[config.mk]
export PLATFORM = sky130hd
export DESIGN_NAME = vgrt_ctrl
export DESIGN_NICKNAME = d
export VERILOG_FILES = /design/src/hdl/vgrt_pkg.sv /design/src/hdl/vgrt_ctrl.sv
export SDC_FILE = /design/constraint.sdc
export NUM_CORES = 1
export LEC_CHECK = 0
export BUFFER_PORTS_ARGS = -buffer_cell sky130_fd_sc_hd__buf_2
export CAP_MARGIN = 10
export CORE_AREA = 2 2 39 41
export CTS_CLUSTER_SIZE = 16
export DETAILED_ROUTE_END_ITERATION = 10
export DIE_AREA = 0 0 41 43
export PLACE_DENSITY_LB_ADDON = 0.08
export SYNTH_ARGS = -nofsm -noshare
export SYNTH_HDL_FRONTEND = slang
export SYNTH_SLANG_ARGS = --single-unit
export TNS_END_PERCENT = 20
[constraint.sdc]
create_clock -name clk -period 1.9 [get_ports clk]
set_clock_uncertainty 0.2 [all_clocks]
set_input_delay 0.095 -clock clk [delete_from_list [all_inputs] [get_ports clk]]
set_output_delay 0.095 -clock clk [all_outputs]
set_load 0.1 [all_outputs]
[src/hdl/vgrt_pkg.sv]
`default_nettype none
package vgrt_pkg;

  // default for the largest usable grid size per axis
  localparam int MAX_DIM_DEF = 16;

  // field widths
  localparam int ORIGIN_W  = 23;
  localparam int DIR_W     = 16;
  localparam int FRAC_W    = 16;
  localparam int TILE_W    = ORIGIN_W - FRAC_W - 1;
  localparam int CUR_W     = TILE_W + 1;
  localparam int NUM_W     = 25;
  localparam int DEN_W     = DIR_W;
  localparam int PROD_W    = NUM_W + DEN_W + 1;
  localparam int IDX_W     = 12;
  localparam int COORD_W   = 4;
  localparam int CFG_W     = 5;
  localparam int CFG_IDX_W = 2;

  // one cell in Q16 grid units
  localparam logic signed [NUM_W-1:0] ONE_CELL = NUM_W'(1) <<< FRAC_W;

  // grid size reset value
  localparam logic [CFG_W-1:0] GRID_RST = CFG_W'(16);

  typedef enum logic [CFG_IDX_W-1:0] {
    REG_GRID_X,
    REG_GRID_Y,
    REG_GRID_Z
  } cfg_reg_t;

  typedef enum logic [2:0] {
    ST_IDLE,
    ST_CHECK,
    ST_MUL1,
    ST_MUL2,
    ST_STEP,
    ST_OUT
  } state_t;

  // controller to datapath
  typedef struct packed {
    logic load;
    logic mul1;
    logic mul2;
    logic step;
    logic empty;
  } dp_cmd_t;

  // datapath to controller
  typedef struct packed {
    logic start_out;
    logic last;
  } dp_stat_t;

endpackage
`default_nettype wire

[src/hdl/vgrt_ctrl.sv]
`default_nettype none
module vgrt_ctrl import vgrt_pkg::*; (
  input  wire logic     clk,
  input  wire logic     rst_n,
  input  wire logic     in_valid,
  output logic          in_ready,
  output logic          out_valid,
  input  wire logic     out_ready,
  output dp_cmd_t       cmd,
  input  wire dp_stat_t stat
);

  state_t state_r, state_nxt;

  always_ff @(posedge clk) begin
    if (!rst_n) begin
      state_r <= ST_IDLE;
    end else begin
      state_r <= state_nxt;
    end
  end

  // next state
  always_comb begin
    state_nxt = state_r;
    unique case (state_r)
      ST_IDLE:  if (in_valid) state_nxt = ST_CHECK;
      ST_CHECK: state_nxt = stat.start_out ? ST_OUT : ST_MUL1;
      ST_MUL1:  state_nxt = ST_MUL2;
      ST_MUL2:  state_nxt = ST_STEP;
      ST_STEP:  state_nxt = ST_OUT;
      ST_OUT:   if (out_ready) state_nxt = stat.last ? ST_IDLE : ST_MUL1;
      default:  state_nxt = ST_IDLE;
    endcase
  end

  // outputs
  always_comb begin
    in_ready  = 1'b0;
    out_valid = 1'b0;
    cmd       = '0;
    unique case (state_r)
      ST_IDLE: begin
        in_ready = 1'b1;
        cmd.load = in_valid;
      end
      ST_CHECK: cmd.empty = stat.start_out;
      ST_MUL1:  cmd.mul1  = 1'b1;
      ST_MUL2:  cmd.mul2  = 1'b1;
      ST_STEP:  cmd.step  = 1'b1;
      ST_OUT:   out_valid = 1'b1;
      default: begin
        in_ready  = 1'b0;
        out_valid = 1'b0;
      end
    endcase
  end

endmodule
`default_nettype wire

Yosys cells after proc, flatten, opt, wreduce, memory -nomap -nowiden:

Index checks and enable logic that the tools add are counted.

* eq/ne operators: 7
* muxes and demuxes: 12
* reductions and logical operators: 2

Operators with widths (count)
* $pmux W3 S6: 1
* $mux W3: 3
* $mux W1: 7
* $eq A3 B2 Y1 const B: 2
* $eq A3 B3 Y1 const B: 2
* $ne A2 B2 Y1 const B: 2
* $eq A3 B1 Y1 const B: 1
* $logic_not A3 Y1: 1
* $mux W2: 1
* $reduce_and A2 Y1: 1

* register bits after elaboration: 3
* bits of input ports: 6
* output and inout bits: 7

Logic depth before layout (Yosys ltp):

* word-level depth: 3
* gate-level depth with buffers: 4
* gate-level depth less buffers: 3

Least setup slack after synthesis:

OpenSTA, ideal clock, no wires.

* path type: reg-to-output
* start: register state_r[0]
* end: output cmd[0] (netlist name)
* buffers on the path: 0
* data required time: 1605 ps
* data arrival time: 3616 ps
* stages on the path, launching flop included: 3
* path slack: -2011 ps
* path through: dfxtp_1 > inv_2 > nor4b_1

RTL lines
* start, declared: line vgrt_ctrl.sv:13 `state_t state_r, state_nxt;`
* start signal, assigned: line vgrt_ctrl.sv:19 `state_r <= state_nxt;`
* end, declared: line vgrt_ctrl.sv:9 `output dp_cmd_t cmd,`

==> reports/metrics.csv <==
metric,value,unit
status,"finished, final reports clean",
h-tree-depth,1,
fin_util,32.5,%
fin_total_pwr,0.000415,W
cap_violations,0,
crit_type,flop to output pin,
p_seq_share,23.1,%
cts_buffer_depth,2,
synth.avg_cell_area,7.64,µm²
yosysWarnings,0,
min_period,1.81,ns
grt_pass1_vias,259,
p_sw_share,47.7,%
fin_crit_sh,95.4,%
via_per_inst,4.18,
dp_hpwl,458,µm
clock_sinks,3,
die_w,41,µm
num-fill-cells,163,
cts_buffers,3,
relSlewSlack,63.9,%
top_register,state_r,
postRouteAntennaNets,0,
crit_path_max_fanout,6,
wl,576,µm
diodes,0,
finalMaxSlewViolations,0,
clkPwrFrac,26.5,%
hold_violations,0,
seq_area_frac_synth,28.1,%
drc_errors,0,
synth_seq_cells,3,
syn_nets,34,
initial_core_util,15.5,%
critPathCaptureType,output pin,
overflow,0,
antenna_found_initial,0,
cp_slowest_cell,dfxtp_1,
crit_required,1.60,ns
startpoint_type,flop,
die_area,1760,µm²
cts_root_buf,clkbuf_4,
rr_startpoint,state_r[2],
worst_slack,0.0870,ns
fin_area,450,µm²
grt_max_degree,13,
syn_area,214,µm²
clock_latency,0.23,ns
leakagePower,0.185,nW
p_comb_share,50.3,%
core,1380,µm²
clk_pin_slew,0.04,ns
grt_pass1_wl,979,µm
crit_start,state_r[0],
gp_congestion,0.700,
ir_drop,0.000276,V
power.internal,0.000217,W
worstMarginPinSlew,0.541,ns
synth_cells,28,
ios,13,
firstDrtPassIters,4,
num_rows,14,
fmax,0.552,GHz
die_y,43,µm
cp_num_buf_inv,2,
drive_gt1_share,55.6,%
path_delay_family,buffers and inverters,
grt_setup_unrepaired,false,
largest_reg_flops,3,
tritoncts,built,
grt_usage,8.32,%
setup_viol,0,
fin_nets,52,
via_count,255,
cts_setup_buffers,0,
powerDensity,921,nW/µm²
cp_slowest_stage_delay,0.52,ns
area_delta_synth_final,111,%
pre_cts_slack,0.302,ns
wl_per_cell,9.44,µm
ys_types,19,
path_cells,inv_2 > nor3b_2 > buf_2,
arrival,1.52,ns
drt_iter0_drc,4,
io_buffer_count,12,
place_area,393,µm²
hp-start,stat[1],
switchingPower,0.000198,W
min_path_type,input port to flop,
reg_top3,state_r (3),
==> final cells by class <==
type	instances	area, µm²	area share [%]
sequential	3	61.3	13.6
timing repair buffer	15	150	33.3
multi-input combinational	21	185	41.1
clock buffer	4	26.3	5.83
inverter	2	7.51	1.67
tap	16	20.0	4.44
==> what timing repair did <==
action / CTS / global route
gates resized for setup: 0 / 1
hold buffers: 3 / 0
setup endpoints to repair: 0 / 1
hold endpoints to repair: 3 / 0
==> metrics by stage <==
step	setup TNS, ns	hold slack (ns)	cells
final	0	0.0572	61
after global routing	0	0.0998	61
after CTS	0	0.0597	61
after detailed placement	0	0.149	54
after global placement	0	0.139	54
after floorplan	-0.909	0.0127	28
==> layout by cell type, fill, tap and decap left out <==
master	synthesis	routed
nand3b_1	1	1
clkbuf_1	0	1
and2_4	0	1
nor2_1	1	1
o21a_1	1	1
dfxtp_1	3	2
nor3_4	0	1
nor3b_4	0	1
a221oi_1	1	1
buf_2	1	8
dfxtp_2	0	1
dlygate4sd3_1	0	3
inv_2	1	1
or2_2	1	1
nor3b_2	0	3
clkbuf_4	0	3
inv_1	1	1
buf_12	0	4
a21boi_1	1	1
nor4b_4	0	1
a21oi_1	2	2
a211oi_1	1	1
nand2_1	4	4
or3_1	1	1
==> synth_stat cells (all sizes together) <==
| master | count | area share [%] |
|---|---|---|
| nor4b | 1 | 4.1 |
| or3 | 1 | 2.9 |
| nand2 | 4 | 7.0 |
| inv | 2 | 3.5 |
| nor3 | 1 | 2.3 |
| a21boi | 1 | 3.5 |
| o21a | 1 | 3.5 |
| buf | 2 | 7.6 |
| a21oi | 2 | 4.7 |
| a221oi | 1 | 4.1 |
| or2 | 1 | 2.9 |
| and2 | 1 | 2.9 |
| nor3b | 4 | 14 |
| nor2 | 1 | 1.8 |
| dfxtp | 3 | 28 |
| a211oi | 1 | 3.5 |
| nand3b | 1 | 3.5 |
==> worst min-delay path, stage by stage <==
cell and delay (ns):
buf_2 0.11, nor2_1 0.07, or3_1 0.10, a21boi_1 0.05
==> power by group through the flow <==
stage	clock network (W)	logic (W)	registers (W)
6_report	0.000110	0.000209	0.0000960
2_1_floorplan	0	0.000177	0.0000805
3_3_place_gp	0	0.000206	0.0000971
3_5_place_dp	0	0.000206	0.0000968
4_1_cts	0.000118	0.000211	0.0000955
5_1_grt	0.000119	0.000217	0.0000979
==> per-layer routing <==
layer | global-route usage, % | vias to the layer above | wire, µm
met2 | 10.9 | 7 | 295
met4 | 8.00 | 0 | 0
li1 | - | 133 | -
met3 | 1.57 | 0 | 39
met5 | 0 | - | 0
met1 | 10.6 | 115 | 241
==> path summary, 6_finish.rpt <==
path | cells after the start | end | slack [ns]
setup / recovery | 3 | cmd[2] | 0.09
hold / removal | 4 | state_r[2] | 0.06
setup reg to reg | 3 | state_r[1] | 0.40
hold reg to reg | 2 | state_r[2] | 0.49
==> cells by family after synthesis <==
group | count (synthesis) | synth area share [%]
AOI/OAI and AO/OA | 6 | 19.3
buffers and inverters | 4 | 11.1
DFF | 3 | 28.1
and+or+nand+nor | 15 | 41.5
Power figures use the tool's default switching activity.
